--- config.mk ---
export PLATFORM = sky130hd
export DESIGN_NAME = wsn_ram
export DESIGN_NICKNAME = d
export VERILOG_FILES = /design/src/sv/wsn_ram.sv
export SDC_FILE = /design/constraint.sdc
export NUM_CORES = 1
export LEC_CHECK = 0
export ABC_AREA = 1
export ABC_CLOCK_PERIOD_IN_PS = 2400
export BUFFER_PORTS_ARGS = -buffer_cell sky130_fd_sc_hd__buf_2
export CORE_ASPECT_RATIO = 1.2
export CORE_MARGIN = 2
export CORE_UTILIZATION = 65
export DETAILED_ROUTE_END_ITERATION = 10
export PLACE_DENSITY = 0.84
export SLEW_MARGIN = 20
export SYNTH_ARGS = -nofsm -noshare
export SYNTH_HDL_FRONTEND = slang
export SYNTH_SLANG_ARGS = --single-unit
--- constraint.sdc ---
create_clock -name clk -period 2.4 [get_ports clk]
set_input_delay 0.24 -clock clk [delete_from_list [all_inputs] [get_ports clk]]
set_output_delay 0.24 -clock clk [all_outputs]
set_load 0.01 [all_outputs]
--- src/sv/wsn_ram.sv ---
// Generic single-port-write, single-port-read RAM with registered read data.
module wsn_ram #(
    parameter int WIDTH = 8,
    parameter int DEPTH = 16
) (
    input  logic                     clk,
    input  logic                     we,
    input  logic [$clog2(DEPTH)-1:0] waddr,
    input  logic [WIDTH-1:0]         wdata,
    input  logic                     re,
    input  logic [$clog2(DEPTH)-1:0] raddr,
    output logic [WIDTH-1:0]         rdata
);

    logic [WIDTH-1:0] mem [DEPTH];

    always_ff @(posedge clk)
    begin
        if (we)
        begin
            mem[waddr] <= wdata;
        end
        if (re)
        begin
            rdata <= mem[raddr];
        end
    end

endmodule

Word level (Yosys, flattened, before mapping)
Memories as Yosys holds them, arrays and structs flattened. A register that Yosys moved wholly into a read port is not among the register bits. Cells that the tools add are included.

Word-level logic and storage cells: 3. Bits in writable memories: 128. Memories kept: 1. Bits in latches: 0. Input bits: 19. Memory bits (read-only): 0. Register bits after elaboration: 0. Output and inout bits: 8.

Memory list: mem (words 16, width 8, rd ports 1, clocked after Yosys merged registers in 1, write ports 1, line 15) `logic [WIDTH-1:0] mem [DEPTH];`.

Divide/modulo/power cells: 0. $mul: 0. Shifts and indexed selects: 0. Order comparisons: 0. Equal/unequal tests: 0. Add/sub/neg operators: 0. Bitwise gates (word level): 0. Muxes and demuxes: 2. Reduce and logical (&&, ||, !) cells: 0.

Operator list (count): $mux 1 (2).

Depth between registers and ports, before layout
Gate-level depths: netlist (run 1).

Depth after elaboration: 2. Mapped depth: 8. Gate-level depth less buffers: 7.

Least setup slack after synthesis (run 1)
No wires, ideal clock.

Path type: input to register. From: in waddr[2]. To: mem mem[10][0], enable pin. Slack: 1.209 ns. Stages on the path: 2. Path buffers: 0. Data arrival time: 0.821 ns. Cell sequence: nand3b_1 nor2_1.

RTL lines: start, declared (line 8) `input logic [$clog2(DEPTH)-1:0] waddr,`; end, declared (line 15).

Straight into the memory's write port.

==> impl_metrics.env, run 1 <==
export IMPL_worstPathRequired_ps=2670
export IMPL_cts_tree="done"
export IMPL_hold_ws_ps=69.2
export IMPL_portBuffers=26
export IMPL_drc=0
export IMPL_grt_pass1_vias=4071
export IMPL_cp_arrival_ps=1740
export IMPL_drive_above_1_share=0.102
export IMPL_num_nets_final=593
export IMPL_setup_viol=0
export IMPL_routed_wirelength_mm=14.1
export IMPL_hp_class="primary input to flip-flop"
export IMPL_max_freq_ghz=0.681
export IMPL_synth_seq_area_share=0.698
export IMPL_ys_warn_count=0
export IMPL_diodes=0
export IMPL_drtAntennaViolNets=0
export IMPL_power_share_clock=0.503
export IMPL_area_delta_synth_final_pct=14.2
export IMPL_grt_util_all_layers=0.308
export IMPL_routed_via_density=5.86
export IMPL_p_sw_mw=1.22
export IMPL_ctsHtreeMaxLevel=4
export IMPL_critPathKind="primary input to flip-flop"
export IMPL_pwr_density_cell_nw_per_um2=909
export IMPL_clockBufferDepth=2
export IMPL_grt_busiest_layer="met2"
export IMPL_cts_resized=0
export IMPL_gp_congestion=0.894
export IMPL_p_int_mw=4.85
export IMPL_grt_first_pass_wirelength_mm=21.7
export IMPL_die_h_um=108
export IMPL_power_leakage_nw=2.88
export IMPL_dp_hpwl_mm=8.24
export IMPL_hold_buffers=0
export IMPL_cts_root_buffer="clkbuf_8"
export IMPL_sw_frac_of_total=0.200
export IMPL_clk_pin_slew_ps=60
export IMPL_end_kind="flip-flop"
export IMPL_outcome="finished, final reports clean"
export IMPL_rsz0062_at_grt="false"
export IMPL_wl_per_cell_um=20.0
export IMPL_synth_seq_cells=136
export IMPL_design_die_area_sq_um=9770
export IMPL_finalCriticalPeriod_ps=1470
export IMPL_seq_power_share=0.444
export IMPL_rows=37
export IMPL_ys_types=11
export IMPL_firstDrtPassIters=5
export IMPL_antenna_found_initial=0
export IMPL_cts_sinks=136
export IMPL_grt_overflow=0
export IMPL_cp_start_kind="primary input"
export IMPL_worstSkewPairLatency_ps=530
export IMPL_initialDrtViolationCount=739
export IMPL_crit_path_max_fanout=33
export IMPL_relSlewSlack=0.437
export IMPL_initial_core_util=0.675
export IMPL_syn_avg_cell_area_sq_um=10.6
export IMPL_combPwrFrac=0.054
export IMPL_synth_cells=551
export IMPL_synthesis_area_sq_um=5850
export IMPL_die_w_um=90.6
export IMPL_post_cts_buffers=0
export IMPL_grtUsageMet1=0.384
export IMPL_grt_max_degree=65
export IMPL_cap_violations=0
export IMPL_ir_drop_mv=0.907
export IMPL_p_total_mw=6.07
export IMPL_hold_viol_final=0
export IMPL_use_met3=0.0784
export IMPL_vias=4125
export IMPL_numCtsBuffers=17
export IMPL_fillers=534
export IMPL_worstMarginPinSlew_ps=842
export IMPL_design_core_area_sq_um=8660
export IMPL_fin_crit_sh=0.611
export IMPL_drv_slew=0
export IMPL_worst_clock_skew_ps=9.08
export IMPL_num_io_pins=27
export IMPL_use_met2=0.501
export IMPL_synthesis_nets=570
export IMPL_final_setup_tns_ps=0
[per-stage QoR]
step,std cells,instance area [sq um],worst slack (ps),utilization
6_report,704,6680,933,0.771
5_1_grt,704,6680,872,0.771
4_1_cts,704,6680,1020,0.771
3_5_place_dp,672,5980,444,0.691
3_3_place_gp,672,5980,560,0.691
2_1_floorplan,551,5850,1210,-
[state kept, by name (all words and copies together) (netlist names)]
signal  flops
rdata       8
mem       128
[Yosys cell counts]
| cell | n | share of area |
|---|---|---|
| nor2_1 | 17 | 0.011 |
| buf_2 | 13 | 0.011 |
| buf_1 | 1 | 0.00064 |
| buf_6 | 6 | 0.012 |
| nand3b_1 | 2 | 0.0026 |
| inv_1 | 100 | 0.064 |
| nand2_1 | 173 | 0.11 |
| edfxtp_1 | 136 | 0.70 |
| nand3_1 | 97 | 0.083 |
| buf_4 | 4 | 0.0051 |
| inv_2 | 2 | 0.0013 |
[power groups by stage]
stage	Sequential (mW)	Combinational, mW	Clock [mW]
6_report	2.69	0.327	3.05
2_1_floorplan	2.74	0.188	0
4_1_cts	2.69	0.320	3.05
3_5_place_dp	2.74	0.314	0
5_1_grt	2.70	0.353	3.15
3_3_place_gp	2.74	0.304	0
[final cells by class]
cell class | count | area, sq um | area share
well taps | 117 | 146 | 0.0219
inverters | 102 | 383 | 0.0573
repair buffers | 28 | 158 | 0.0236
clock inverters | 15 | 279 | 0.0418
clock buffers | 17 | 414 | 0.0620
multi-input cells | 289 | 1210 | 0.182
flip-flops and latches | 136 | 4080 | 0.612
[worst max-delay path, cell delays in order]
cell and delay (ps):
buf_2 500, inv_2 420, nand3_1 200, nand3_1 130, nand3_1 130, nand2_1 80
[cell families after synthesis]
| logic type | synth area share |
|---|---|
| flops | 0.698 |
| buf+inv | 0.0939 |
| simple gates | 0.208 |
[cell usage in the layout, fill, tap and decap left out]
| master | count |
|---|---|
| buf_2 | 26 |
| clkinvlp_4 | 1 |
| buf_12 | 1 |
| nand3b_1 | 2 |
| edfxtp_1 | 136 |
| clkbuf_8 | 1 |
| nand2_1 | 173 |
| clkinv_4 | 1 |
| clkinv_1 | 2 |
| nor2_1 | 17 |
| buf_4 | 1 |
| inv_1 | 100 |
| clkbuf_16 | 16 |
| clkinv_2 | 3 |
| inv_2 | 2 |
| nand3_1 | 97 |
| bufinv_16 | 8 |
[layer usage]
layer / routed length (um) / part of all wire
met4: 733 / 0.052
met5: 0 / 0
met1: 5020 / 0.36
met2: 6880 / 0.49
met3: 1440 / 0.10
[final timing paths]
kind,endpoint,slack [ps],startpoint,cells past startpoint
setup reg to reg,rdata[6]$_DFFE_PP_,1170,mem[5][6]$_DFFE_PP_,6
hold / removal,rdata[4]$_DFFE_PP_,70,re,1
setup / recovery,rdata[6]$_DFFE_PP_,930,raddr[1],6
hold reg to reg,rdata[3]$_DFFE_PP_,760,mem[4][3]$_DFFE_PP_,6
(Power assumes the default switching activity.)
==> inputs of run 2 (changes only) <==
==> config.mk (replaced) <==
export PLATFORM = sky130hd
export DESIGN_NAME = wsn_ram
export DESIGN_NICKNAME = d
export VERILOG_FILES = /design/src/sv/wsn_ram.sv
export SDC_FILE = /design/constraint.sdc
export NUM_CORES = 1
export LEC_CHECK = 0
export ABC_AREA = 0
export ABC_CLOCK_PERIOD_IN_PS = 1250
export BUFFER_PORTS_ARGS = -buffer_cell sky130_fd_sc_hd__buf_2
export CORE_ASPECT_RATIO = 1.2
export CORE_MARGIN = 2
export CORE_UTILIZATION = 54
export DETAILED_ROUTE_END_ITERATION = 10
export PLACE_DENSITY = 0.74
export SLEW_MARGIN = 20
export SYNTH_ARGS = -nofsm -noshare
export SYNTH_HDL_FRONTEND = slang
export SYNTH_SLANG_ARGS = --single-unit
==> constraint.sdc (replaced) <==
create_clock -name clk -period 1.25 [get_ports clk]
set_input_delay 0.125 -clock clk [delete_from_list [all_inputs] [get_ports clk]]
set_output_delay 0.125 -clock clk [all_outputs]
set_load 0.01 [all_outputs]
==> run 2 against run 1 <==
The flow now finishes with violations (negative setup slack). Setup slack lost 1100 ps. Combinational power is 63% higher. Clock skew shrank 2.8 ps. Critical endpoint unchanged.
==> impl_metrics.env, run 2 <==
export IMPL_outcome="complete, but fails checks"
export IMPL_final_setup_worst_slack_ps=-178
export IMPL_final_cell_area_sq_um=6290
export IMPL_numCtsBuffers=17
export IMPL_grt_max_degree=22
export IMPL_relSlewSlack=0.357
export IMPL_reg_top3="mem: 128 flops, rdata: 8 flops"
export IMPL_final_common_cell="edfxtp_1"
export IMPL_initial_core_util=0.552
export IMPL_r2r_end="rdata[6]$_DFFE_PP_"
export IMPL_ys_types=18
export IMPL_num_io_pins=27
export IMPL_design_core_area_sq_um=9470
export IMPL_synth_edff_count=136
export IMPL_largest_register_ff_count=128
export IMPL_clk_pin_slew_ps=60
export IMPL_hold_viol_final=0
export IMPL_synth_top_area_frac=0.781
export IMPL_critPathKind="flip-flop to flip-flop"
export IMPL_cap_violations=0
export IMPL_portBuffers=26
export IMPL_synthesis_area_sq_um=5230
export IMPL_setup_viol=8
export IMPL_final_util=0.664
export IMPL_area_delta_synth_final_pct=20.3
export IMPL_regMostFlops="mem"
export IMPL_worstSkewPairLatency_ps=410
export IMPL_design_die_area_sq_um=10500
export IMPL_violations="negative setup slack"
export IMPL_finalCriticalPeriod_ps=1430
export IMPL_die_w_um=93.8
export IMPL_async_reset_ff_frac=0
export IMPL_ir_drop_mv=1.23
export IMPL_worstMarginPinSlew_ps=961
export IMPL_ys_top_cells_by_count="136 x edfxtp_1, 18 x mux4_2, 16 x a22oi_1"
export IMPL_layout_common_cells="136 x edfxtp_1, 31 x mux4_2, 26 x buf_2, 26 x buf_4, 17 x clkbuf_16"
export IMPL_drtAntennaViolNets=0
export IMPL_dp_hpwl_mm=6.38
export IMPL_r2r_start="mem[0][6]$_DFFE_PP_"
export IMPL_vias=2522
export IMPL_grt_util_all_layers=0.222
export IMPL_rsz0062_at_grt="true"
export IMPL_hp_class="primary input to flip-flop"
export IMPL_max_freq_ghz=0.700
export IMPL_yosysTopAreaCell="edfxtp_1"
export IMPL_placed_area_sq_um=5690
export IMPL_die_h_um=112
export IMPL_clockBufferDepth=2
export IMPL_reg2reg_depth=3
export IMPL_worst_clock_skew_ps=6.29
export IMPL_synth_seq_cells=136
export IMPL_yosysMostFrequentCell="edfxtp_1"
export IMPL_crit_path_max_fanout=1
export IMPL_fin_crit_sh=1.14
export IMPL_antenna_found_initial=0
export IMPL_p_total_mw=10.5
export IMPL_grt_overflow=0
export IMPL_gp_congestion=0.823
export IMPL_num_nets_final=313
export IMPL_crit_end="rdata[6]$_DFFE_PP_"
export IMPL_min_from="re"
export IMPL_worstPathRequired_ps=1410
export IMPL_routed_wirelength_mm=10.4
export IMPL_pwr_density_cell_nw_per_um2=1670
export IMPL_drc=0
export IMPL_reg2reg_slack_ps=-180
export IMPL_cts_tree="done"
export IMPL_cp_arrival_ps=1590
export IMPL_ctsHtreeMaxLevel=4
export IMPL_routed_via_density=5.87
export IMPL_grt_pass1_vias=2685
export IMPL_wl_per_cell_um=24.2
export IMPL_cts_sinks=136
export IMPL_cts_root_buffer="clkbuf_16"
export IMPL_rows=39
export IMPL_synth_seq_area_share=0.781
export IMPL_synthesis_nets=248
export IMPL_drive_above_1_share=0.410
export IMPL_final_setup_tns_ps=-1260
export IMPL_synth_cells=229
export IMPL_drv_slew=0
export IMPL_synth_area_top_cells="edfxtp_1 78%, mux4_2 7.8%, mux4_1 7.0%"
export IMPL_end_kind="flip-flop"
export IMPL_diodes=0
export IMPL_power_leakage_nw=2.12
export IMPL_ys_warn_count=0
export IMPL_syn_avg_cell_area_sq_um=22.8
export IMPL_grt_first_pass_wirelength_mm=16.0
export IMPL_post_cts_buffers=0
export IMPL_firstDrtPassIters=4
export IMPL_hold_ws_ps=79.5
export IMPL_crit_path_start="mem[0][6]$_DFFE_PP_"
export IMPL_initialDrtViolationCount=307
export IMPL_cp_start_kind="flip-flop"
export IMPL_synth_main_ff_cell="edfxtp_1"
==> run 2: power by group <==
part           internal, mW  total, mW  leakage, nW  switching [mW]
Combinational         0.237      0.534        0.605           0.297
Sequential             5.14       5.17         1.24          0.0310
Clock                  3.09       4.81        0.277            1.73
==> run 2: area by class of cell <==
cell class / count / area (sq um)
Clock inverter: 12 / 133
Sequential cell: 136 / 4080
Multi-Input combinational cell: 83 / 1070
Tap cell: 123 / 154
Fill cell: 610 / 3180
Timing Repair Buffer: 56 / 405
Clock buffer: 20 / 437
==> run 2: critical path: stages, from the launching register on <==
cell	delay (ps)
edfxtp_1	390
mux4_2	470
a22oi_1	230
nand2_1	80
==> run 2: layer usage <==
| metal | vias to the layer above | track usage | routed length (um) |
|---|---|---|---|
| met5 | - | 0 | 0 |
| met4 | 0 | 0.104 | 232 |
| met3 | 21 | 0.0670 | 816 |
| met2 | 121 | 0.342 | 5410 |
| met1 | 1281 | 0.292 | 3940 |
| li1 | 1099 | - | - |
==> run 2: per-stage QoR <==
step	std cells	worst slack (ps)
finish	430	-178
global route	430	-232
CTS	430	-221
detailed placement	398	-419
global placement	398	-395
floorplan	229	-94.0
==> run 2: kinds of logic after synthesis <==
kind of cell           share of synthesized area
AO/OA/AOI/OAI                             0.0230
buffers and inverters                     0.0165
flip-flops                                 0.781
multiplexers                               0.148
AND/OR/NAND/NOR                           0.0314
==> run 2: worst min path at each step <==
| stage | end | cells past startpoint |
|---|---|---|
| floorplan | mem[0][0]$_DFFE_PP_ | 0 |
| global placement | mem[5][6]$_DFFE_PP_ | 1 |
| detailed placement | rdata[1]$_DFFE_PP_ | 1 |
| CTS | rdata[3]$_DFFE_PP_ | 1 |
| global route | rdata[3]$_DFFE_PP_ | 1 |
| finish | rdata[6]$_DFFE_PP_ | 1 |
==> run 2: repair_timing <==
action | in CTS | in global routing
setup endpoints to repair | 8 | 8
hold buffers | 0 | 0
hold endpoints to repair | 0 | 0
gates resized for setup | 3 | 7
pin swaps | 2 | 3
