## config.mk

```make
export PLATFORM = sky130hd
export DESIGN_NAME = wsn_div
export DESIGN_NICKNAME = d
export VERILOG_FILES = /design/src/sv/wsn_pkg.sv /design/src/sv/wsn_div.sv
export SDC_FILE = /design/constraint.sdc
export NUM_CORES = 1
export LEC_CHECK = 0
export ABC_AREA = 1
export BUFFER_PORTS_ARGS = -buffer_cell sky130_fd_sc_hd__buf_4
export CORE_MARGIN = 5
export CORE_UTILIZATION = 50
export CTS_CLUSTER_DIAMETER = 60
export DETAILED_ROUTE_END_ITERATION = 10
export HOLD_SLACK_MARGIN = 0.1
export PLACE_DENSITY = 0.72
export SETUP_SLACK_MARGIN = 0.2
export SYNTH_ARGS = -nofsm -noshare
export SYNTH_HDL_FRONTEND = slang
export SYNTH_SLANG_ARGS = --single-unit
```

## constraint.sdc

```tcl
create_clock -name clk -period 2.9 [get_ports clk]
set_input_delay 0.435 -clock clk [delete_from_list [all_inputs] [get_ports clk]]
set_output_delay 0.435 -clock clk [all_outputs]
set_load 0.01 [all_outputs]
```

## src/sv/wsn_pkg.sv

```systemverilog
// Shared constants, item types and divider interface types for the weighted share normalizer.
package wsn_pkg;

    localparam int MAX_GROUPS  = 64;
    localparam int PHASE_COUNT = 4;

    localparam int PHASE_W  = 3;
    localparam int WEIGHT_W = 16;
    localparam int PWR_W    = 24;
    localparam int PROD_W   = 40;
    localparam int TOT_W    = 47;
    localparam int SHARE_W  = 32;
    localparam int GIDX_W   = 6;
    localparam int FRAC_W   = 16;
    localparam int QUO_W    = 2 * FRAC_W;

    localparam int DIGIT_W     = 4;
    localparam int DIGITS      = WEIGHT_W / DIGIT_W;
    localparam int DIGIT_CNT_W = $clog2(DIGITS);
    localparam int PART_W      = DIGIT_W + 1 + PWR_W;

    localparam int IDX_W   = $clog2(MAX_GROUPS);
    localparam int CNT_W   = $clog2(MAX_GROUPS + 1);
    localparam int STORE_W = 2 * PROD_W;

    localparam int CFG_ADDR_W = 4;
    localparam int CFG_DATA_W = 64;
    localparam int REG_SHIFT  = 3;
    localparam int REG_IDX_W  = CFG_ADDR_W - REG_SHIFT;

    localparam logic [REG_IDX_W-1:0] REG_ZERO_BAND = '0;

    typedef struct packed {
        logic [PHASE_W-1:0]      phase;
        logic [WEIGHT_W-1:0]     weight;
        logic signed [PWR_W-1:0] active_power;
        logic signed [PWR_W-1:0] reactive_power;
        logic                    last;
    } load_t;

    typedef struct packed {
        logic [GIDX_W-1:0]         group_index;
        logic [PHASE_W-1:0]        set_phase;
        logic signed [SHARE_W-1:0] active_share;
        logic signed [SHARE_W-1:0] reactive_share;
        logic                      error;
        logic                      last_out;
    } share_t;

    typedef struct packed {
        logic              start;
        logic [PROD_W-1:0] mag;
        logic              neg;
        logic [TOT_W-1:0]  divisor;
    } div_req_t;

    typedef struct packed {
        logic                      done;
        logic signed [SHARE_W-1:0] q;
    } div_rsp_t;

endpackage

```

## src/sv/wsn_div.sv

```systemverilog
// Bit-serial restoring divider that turns a weighted product and a total into a saturated Q16.16 share.
module wsn_div (
    input  logic              clk,
    input  logic              rst_n,
    input  wsn_pkg::div_req_t req,
    output wsn_pkg::div_rsp_t rsp
);
    import wsn_pkg::*;

    localparam int QCNT_W = $clog2(QUO_W);

    logic [TOT_W-1:0]  rem_reg, rem_next;
    logic [QUO_W-1:0]  dvd_reg, dvd_next;
    logic [QUO_W-1:0]  quo_reg, quo_next;
    logic [TOT_W-1:0]  div_reg, div_next;
    logic [QCNT_W-1:0] cnt_reg, cnt_next;
    logic              busy_reg, busy_next;
    logic              done_reg, done_next;
    logic              ovf_reg, ovf_next;
    logic              neg_reg, neg_next;

    logic [TOT_W:0]              trial;
    logic [TOT_W:0]              diff;
    logic                        fits;
    logic [PROD_W-FRAC_W-1:0]    hi_part;
    logic                        sat;
    logic signed [SHARE_W-1:0]   q_val;

    always_comb
    begin
        rem_next  = rem_reg;
        dvd_next  = dvd_reg;
        quo_next  = quo_reg;
        div_next  = div_reg;
        cnt_next  = cnt_reg;
        busy_next = busy_reg;
        done_next = done_reg;
        ovf_next  = ovf_reg;
        neg_next  = neg_reg;

        hi_part = req.mag[PROD_W-1:FRAC_W];
        trial   = {rem_reg, dvd_reg[QUO_W-1]};
        diff    = trial - {1'b0, div_reg};
        fits    = trial >= {1'b0, div_reg};

        if (req.start)
        begin
            // The quotient reaches 2^32 exactly when the upper dividend part is not below the divisor.
            rem_next  = TOT_W'(hi_part);
            ovf_next  = TOT_W'(hi_part) >= req.divisor;
            dvd_next  = {req.mag[FRAC_W-1:0], {(QUO_W-FRAC_W){1'b0}}};
            quo_next  = '0;
            div_next  = req.divisor;
            neg_next  = req.neg;
            cnt_next  = '0;
            busy_next = 1'b1;
            done_next = 1'b0;
        end
        else if (busy_reg)
        begin
            rem_next = fits ? diff[TOT_W-1:0] : trial[TOT_W-1:0];
            quo_next = {quo_reg[QUO_W-2:0], fits};
            dvd_next = dvd_reg << 1;
            cnt_next = cnt_reg + 1'b1;
            if (cnt_reg == QCNT_W'(QUO_W - 1))
            begin
                busy_next = 1'b0;
                done_next = 1'b1;
            end
        end
    end

    always_comb
    begin
        if (neg_reg)
        begin
            sat   = ovf_reg || (quo_reg > {1'b1, {(QUO_W-1){1'b0}}});
            q_val = sat ? $signed({1'b1, {(SHARE_W-1){1'b0}}}) : -$signed(quo_reg);
        end
        else
        begin
            sat   = ovf_reg || quo_reg[QUO_W-1];
            q_val = sat ? $signed({1'b0, {(SHARE_W-1){1'b1}}}) : $signed(quo_reg);
        end
        rsp.done = done_reg;
        rsp.q    = q_val;
    end

    always_ff @(posedge clk or negedge rst_n)
    begin
        if (!rst_n)
        begin
            busy_reg <= 1'b0;
            done_reg <= 1'b0;
            cnt_reg  <= '0;
        end
        else
        begin
            busy_reg <= busy_next;
            done_reg <= done_next;
            cnt_reg  <= cnt_next;
        end
    end

    always_ff @(posedge clk)
    begin
        rem_reg <= rem_next;
        dvd_reg <= dvd_next;
        quo_reg <= quo_next;
        div_reg <= div_next;
        ovf_reg <= ovf_next;
        neg_reg <= neg_next;
    end

endmodule

```

== Yosys cells after proc, flatten, opt, wreduce, memory -nomap -nowiden ==
Cells that the tools add are included.
Word-level totals
  memories: 0
  register bits after elaboration: 151
  latch bits: 0
  memory bits (writable): 0
  memory bits (read-only): 0
  input bits: 91
  word-level logic and storage cells: 38
  output and inout bits: 33
Operators by class
  bitwise gates (word level): 0
  equal/unequal tests: 1
  multiplexer cells: 16
  reduce and logical (&&, ||, !) cells: 5
  $lt $le $gt $ge: 3
  $add $sub $neg: 3
  multiply operators: 0
  divide/modulo/power cells: 0
  shift operators: 0
Operators with widths (number)
  two-way mux 32 bit: 5
  greater-or-equal comparator 48 x 47 -> 1 bit: 1
  two-way mux 24 bit: 2
  greater-or-equal comparator 24 x 47 -> 1 bit: 1
  two-way mux 47 bit: 1
  subtractor 47 bit: 1
  > comparator 32 bit, second input constant: 1
  negator 32 bit: 1
  two-way mux 5 bit: 2
  two-way mux 1 bit: 6
  adder 5 x 1 -> 5 bit, second input constant: 1
  == test 5 bit, second input constant: 1
  nonzero test 2 bit: 2
  logical OR 1 bit: 2
  AND reduction 2 bit: 1

== Logic depth before layout (Yosys ltp) ==
Gate-level depths: netlist (run 1).
  depth in word-level cells: 4
  gate-level depth with buffers: 18
  mapped depth without buffers: 18

== Worst setup path before layout (run 1) ==
Ideal clock, no wire load.
  kind: input to register
  from: input port req[88] in the netlist's numbering
  to: register dvd_reg[16], enable pin
  required time: 2.480 ns
  path buffers: 2
  library setup time: 0.420 ns
  path slack: 0.266 ns
  stages: 4
  arrival time: 2.214 ns
  cells stage by stage: clkbuf_1 nor2_1 clkinv_1 clkbuf_1
On the way
  longest elaborated chain between the ends: 1
Ends and longest elaborated chain
  start, declared: RTL line wsn_div.sv:5  | input wsn_pkg::div_req_t req,
  nonzero test 2 bit (no line)
  end signal, assigned: RTL line wsn_div.sv:108  | dvd_reg <= dvd_next;
  end, declared: RTL line wsn_div.sv:13  | logic [QUO_W-1:0] dvd_reg, dvd_next;
Every way passes these cells.
A chain may end at the register's enable or synchronous reset.

==> flow_summary.ini, run 1 <==
[route]
drtIter0Drc = 1012
via_count = 11900
vias_per_cell = 5.22
ant_nets = 0
drc = 0
drt_pass1_iterations = 6
post_drt_wl_per_cell_um = 16.0
wl_mm = 36.3

[timing]
hold_viol = 0
fin_setup_tns_ns = 0
worst_pin_slew_ns = 0.763
relSlewSlack_pct = 48.9
finalCriticalPeriod_ns = 2.73
finalCritPeriodShare_pct = 94.1
fin_skew_ns = 0.0202
maxSlewViolCount = 0
rsz0062_at_grt = true
max_freq_mhz = 366
finalSetupViolCount = 0

[finish]
drive_gt1_share_pct = 18.3
antennaDiodeCount = 0
fin_nets = 2107
utilization_pct = 62.4
fin_area_sq_mm = 0.0145
area_growth_pct = 24.0

[cts]
htreeDepth = 4
clkSinkCount = 151
clkLatencyLatePin_ns = 0.45
clock_path_buffers = 2
cts_buffers = 17
cts_root_buf = clkbuf_16
cts_tree = built
path_clk_slew_ns = 0.08

[placement]
portBuffers = 123
place_hpwl_mm = 26.5
place.gp.congestion = 0.971
dpl_cell_area_sq_mm = 0.0130

[worst_setup_path]
cp_slowest_cell = dfxtp_4
crit_family = simple AND/OR/NAND/NOR gates
end_kind = output pin
crit_path_max_fanout = 14
cp_cell_sequence = inv_4, buf_4, nand3_1, nor2_2, nand2_2, o21ai_2, nand2_2, nor2_4, buf_12, inv_12, o21ai_1, buf_4
crit_buf_inv = 5
arrival_ns = 2.29
start_kind = register
cp_num_cells = 12
cp.required_ns = 2.47
critPathMaxStageDelay_ns = 0.37
r2r_cells = 12
crit_type = reg -> out

[synthesis]
synth_nets = 1943
synth_area_sq_mm = 0.0117
synth_sequential_area_ratio_pct = 33.7
synth_top_area_cell = edfxtp_1
ys_types = 44
avgSynthCellArea_sq_um = 6.59
ys_top_cells_by_area = edfxtp_1 23%, nand2_1 20%, inv_1 9.8%, dfxtp_1 9.4%, ha_1 7.9%
synth_top_area_share_pct = 22.8
synth_common_cells = 633 x nand2_1, 305 x inv_1, 162 x nor2_1
ys_warn_count = 0
async_reset_ff_share_pct = 4.64
synth_ff_type = edfxtp_1
post_synth_inst_count = 1777
synth.most_common_cell = nand2_1
synth-seq-cells = 151
synth_edf_count = 89

[global_route]
grt_antenna_before_repair = 0
grt-busiest-layer = met2
grt_remaining_overflow = 0
met3_usage_pct = 3.70
use_met2_pct = 42.8
track_usage_pct = 26.2
use_met1_pct = 36.7
grt_max_degree = 105
grt_first_pass_wirelength_mm = 55.8
grt_pass1_vias = 11200

[floorplan]
fp.dieArea_sq_mm = 0.0266
die_x_um = 163
core-area_sq_mm = 0.0233
rows = 56
dieHeight_um = 163
ios = 124
start_util_pct = 50.3

[run_status]
status = finished, final reports clean

[min_path]
hp-class = in -> reg
hold_depth = 1

[pwr]
p_per_area_mw_per_mm2 = 887
ir_worst_vdd_mv = 0.476
p_leak_nw = 7.60

[flow_run]
maxCapViolCount = 0
[timing repair]
action	4_1_cts	5_1_grt
cloned	0	6
buffers inserted	12	18
resized for setup	57	106
endpoints found under the setup margin	33	70
hold endpoints to repair	7	0
hold buffers	1	0
pin swaps	11	17
[path summary, 6_finish.rpt]
path	from	endpoint	slack, ns
setup reg to reg	div_reg[37]	rem_reg[5]	0.25
hold reg to reg	rem_reg[46]	rem_reg[46]	0.47
hold / removal	req[47]	neg_reg	0.17
min in group asynchronous	rst_n	cnt_reg[3]	0.35
max in group asynchronous	rst_n	cnt_reg[4]	2.44
setup / recovery	quo_reg[9]	rsp[14]	0.17
[area by class of cell]
type	instances	area, sq um
Timing Repair Buffer	180	1530
Inverter	316	1210
Timing Repair inverter	1	11.3
Tap cell	319	399
Clock buffer	17	425
Fill cell	2172	8760
Sequential cell	151	3970
Clock inverter	15	181
Multi-Input combinational cell	1274	6790
[layout by cell type (no fill, tap or decap), types with 6 or more instances in the layout]
cell       count
dfxtp_2       13
clkbuf_16     21
o21bai_1       7
xnor2_1       22
ha_4           8
nand2_2       19
o21ai_1       27
nor2_2        23
inv_8          6
nor3_1        14
nor2_1       146
ha_1          64
nand3_1       67
o21ai_0       44
dfxtp_1       41
inv_2         24
nand4_1       31
a21oi_1       46
o21ai_2       10
xor2_1        28
nand3b_1       7
nand3_2       11
nand2_1      617
nor2_4        16
buf_4        162
buf_12         6
nor4_1         6
edfxtp_1      89
o22ai_1       31
inv_1        286
dfrtp_1        7
buf_6          7
[stage by stage]
step / worst slack, ns / cells / power, mW / hold slack (ns)
2_1_floorplan: 0.266 / 1777 / 7.57 / 0.139
3_3_place_gp: 0.298 / 2204 / 9.32 / 0.250
3_5_place_dp: 0.233 / 2204 / 9.34 / 0.249
4_1_cts: 0.191 / 2249 / 12.0 / 0.163
5_1_grt: 0.0894 / 2273 / 13.8 / 0.160
6_report: 0.171 / 2273 / 12.9 / 0.172
[metal layers]
metal	routed length [um]	share of wire (%)	up-vias
met2	16700	46	448
met1	16400	45	5407
met5	0	0	-
met4	920	2.5	0
met3	2320	6.4	60
li1	-	-	5946
[report_power, final]
| group | total [mW] | internal (mW) | switching (mW) |
|---|---|---|---|
| Clock | 2.34 | 1.24 | 1.10 |
| Sequential | 3.02 | 2.72 | 0.299 |
| Combinational | 7.51 | 2.94 | 4.57 |
[cells by family (layout without fill, tap and decap cells)]
logic type / after synthesis / in the layout / synth area share, %
AO/OA/AOI/OAI: 174 / 174 / 8.06
XOR/XNOR: 50 / 50 / 3.74
adder cells (fa/ha/maj): 75 / 75 / 8.08
buffers and inverters: 352 / 529 / 11.7
flip-flops: 151 / 151 / 33.7
AND/OR/NAND/NOR: 975 / 975 / 34.6
No activity file was read; power rests on OpenSTA's default activity.
==> run 2, diff against run 1 <==
==> constraint.sdc (replaced) <==
create_clock -name clk -period 2.69 [get_ports clk]
set_input_delay 0.4035 -clock clk [delete_from_list [all_inputs] [get_ports clk]]
set_output_delay 0.4035 -clock clk [all_outputs]
set_load 0.01 [all_outputs]
==> run 2 against run 1 <==
Compared with the run above: critical path depth fell by 2; wire length rose by 6.5%; sequential cell count did not move; global-route usage rose by 1.2 points; die area did not move; critical path type unchanged; largest cell class unchanged.
==> flow_summary.ini, run 2 (synthesis results as in run 1) <==
[worst_setup_path]
start_kind = register
cp_cell_sequence = inv_1, nor4_2, nand2_1, o21ai_2, nand2_2, buf_4, buf_4, nor2_1, nor2_1, buf_4
crit_path_max_fanout = 4
arrival_ns = 2.26
critPathMaxStageDelay_ns = 0.37
cp.required_ns = 2.29
end_kind = output pin
cp_slowest_cell = dfxtp_2
crit_buf_inv = 4
crit_family = simple AND/OR/NAND/NOR gates
crit_type = reg -> out
cpMostUsedCell = buf_4

[timing]
finalSetupViolCount = 0
finalCriticalPeriod_ns = 2.67
rsz0062_at_grt = true
relSlewSlack_pct = 47.0
finalCritPeriodShare_pct = 99.1
maxSlewViolCount = 0
hold_viol = 0
fin_skew_ns = 0.0129
worst_pin_slew_ns = 0.790
fin_setup_tns_ns = 0
max_freq_mhz = 375

[cts]
cts_tree = built
clock_path_buffers = 2
clkSinkCount = 151
clkLatencyLatePin_ns = 0.45
htreeDepth = 4
path_clk_slew_ns = 0.07
cts_root_buf = clkbuf_16
cts_buffers = 17

[global_route]
grt_first_pass_wirelength_mm = 58.0
met3_usage_pct = 3.97
grt_pass1_vias = 11400
track_usage_pct = 27.4
grt-busiest-layer = met2
use_met2_pct = 45.2
grt_remaining_overflow = 0
use_met1_pct = 37.6
grt_antenna_before_repair = 0
grt_max_degree = 91

[finish]
antennaDiodeCount = 0
fin_area_sq_mm = 0.0156
drive_gt1_share_pct = 25.2
multi_input_area_sq_mm = 0.00748
regArea_sq_mm = 0.00397
area_growth_pct = 33.3
n_fill_cell = 2038
utilization_pct = 67.1
final_cell_mix = 585 x nand2_1, 285 x inv_1, 196 x buf_4, 129 x nor2_1, 89 x edfxtp_1
layout_commonest_cell = nand2_1
fin_nets = 2153

[placement]
dpl_cell_area_sq_mm = 0.0132
portBuffers = 123
place.gp.congestion = 0.964
place_hpwl_mm = 27.3

[flow_run]
maxCapViolCount = 0

[floorplan]
rows = 56
die_x_um = 163
dieHeight_um = 163
ios = 124
start_util_pct = 50.3
core-area_sq_mm = 0.0233
fp.dieArea_sq_mm = 0.0266

[route]
via_count = 12100
drc = 0
vias_per_cell = 5.23
ant_nets = 0
wl_mm = 38.7
drt_pass1_iterations = 5
drtIter0Drc = 988
post_drt_wl_per_cell_um = 16.7

[pwr]
p_leak_nw = 7.93
ir_worst_vdd_mv = 0.428
total_power_mw = 15.4
p_per_area_mw_per_mm2 = 988

[min_path]
hp-class = in -> reg

[run_status]
status = finished, final reports clean
run 2: cell types whose count changed in the layout (fill, tap and decap cells not counted), moves of 17 or more:
cell and change:
nand2_1 -32, nand2_2 +28, nor2_1 -17, buf_4 +34, ha_4 +23, ha_1 -26
run 2: final cells by class:
class / instances / area share (%)
Clock buffer: 20 / 3.00
Clock inverter: 12 / 0.642
Inverter: 316 / 7.70
Multi-Input combinational cell: 1274 / 47.9
Sequential cell: 151 / 25.4
Tap cell: 319 / 2.56
Timing Repair Buffer: 226 / 12.7
Timing Repair inverter: 1 / 0.0561
run 2: power by group:
part	switching, mW	total, mW	leakage [nW]	internal, mW
sequential	0.418	3.36	1.46	2.94
combinational	5.52	9.62	6.18	4.10
clock	1.14	2.44	0.288	1.29
total	7.08	15.4	7.93	8.33
run 2: repair_timing:
item / in CTS / in global routing
endpoints found under the setup margin: 60 / 80
pin swaps: 29 / 61
cloned: 3 / 5
hold endpoints to repair: 7 / 0
hold buffers: 1 / 0
setup buffers: 25 / 35
resized for setup: 133 / 168
run 2: per-layer routing:
metal / part of all wire, % / vias up / wire [um]
met2: 47 / 421 / 18000
met4: 2.5 / 0 / 980
met1: 45 / 5615 / 17300
met3: 6.1 / 64 / 2350
li1: - / 6033 / -
met5: 0 / - / 0
run 2: final timing paths:
kind | endpoint | cells past startpoint | slack, ns | start
max | rsp[31] | 10 | 0.02 | quo_reg[31]
min | div_reg[6] | 1 | 0.13 | req[6]
max reg2reg | rem_reg[19] | 15 | 0.16 | rem_reg[16]
min reg2reg | rem_reg[46] | 2 | 0.47 | rem_reg[46]
max in group asynchronous | done_reg | 2 | 2.25 | rst_n
min in group asynchronous | cnt_reg[1] | 2 | 0.31 | rst_n
run 2: metrics by stage:
step                      hold slack (ns)  setup slack (ns)  std cells
final                               0.135            0.0232       2319
after global routing                0.133           -0.0890       2319
after CTS                           0.133            0.0972       2279
after detailed placement            0.224            0.0810       2218
after global placement              0.222            0.0895       2218
after floorplan                     0.108             0.243       1777
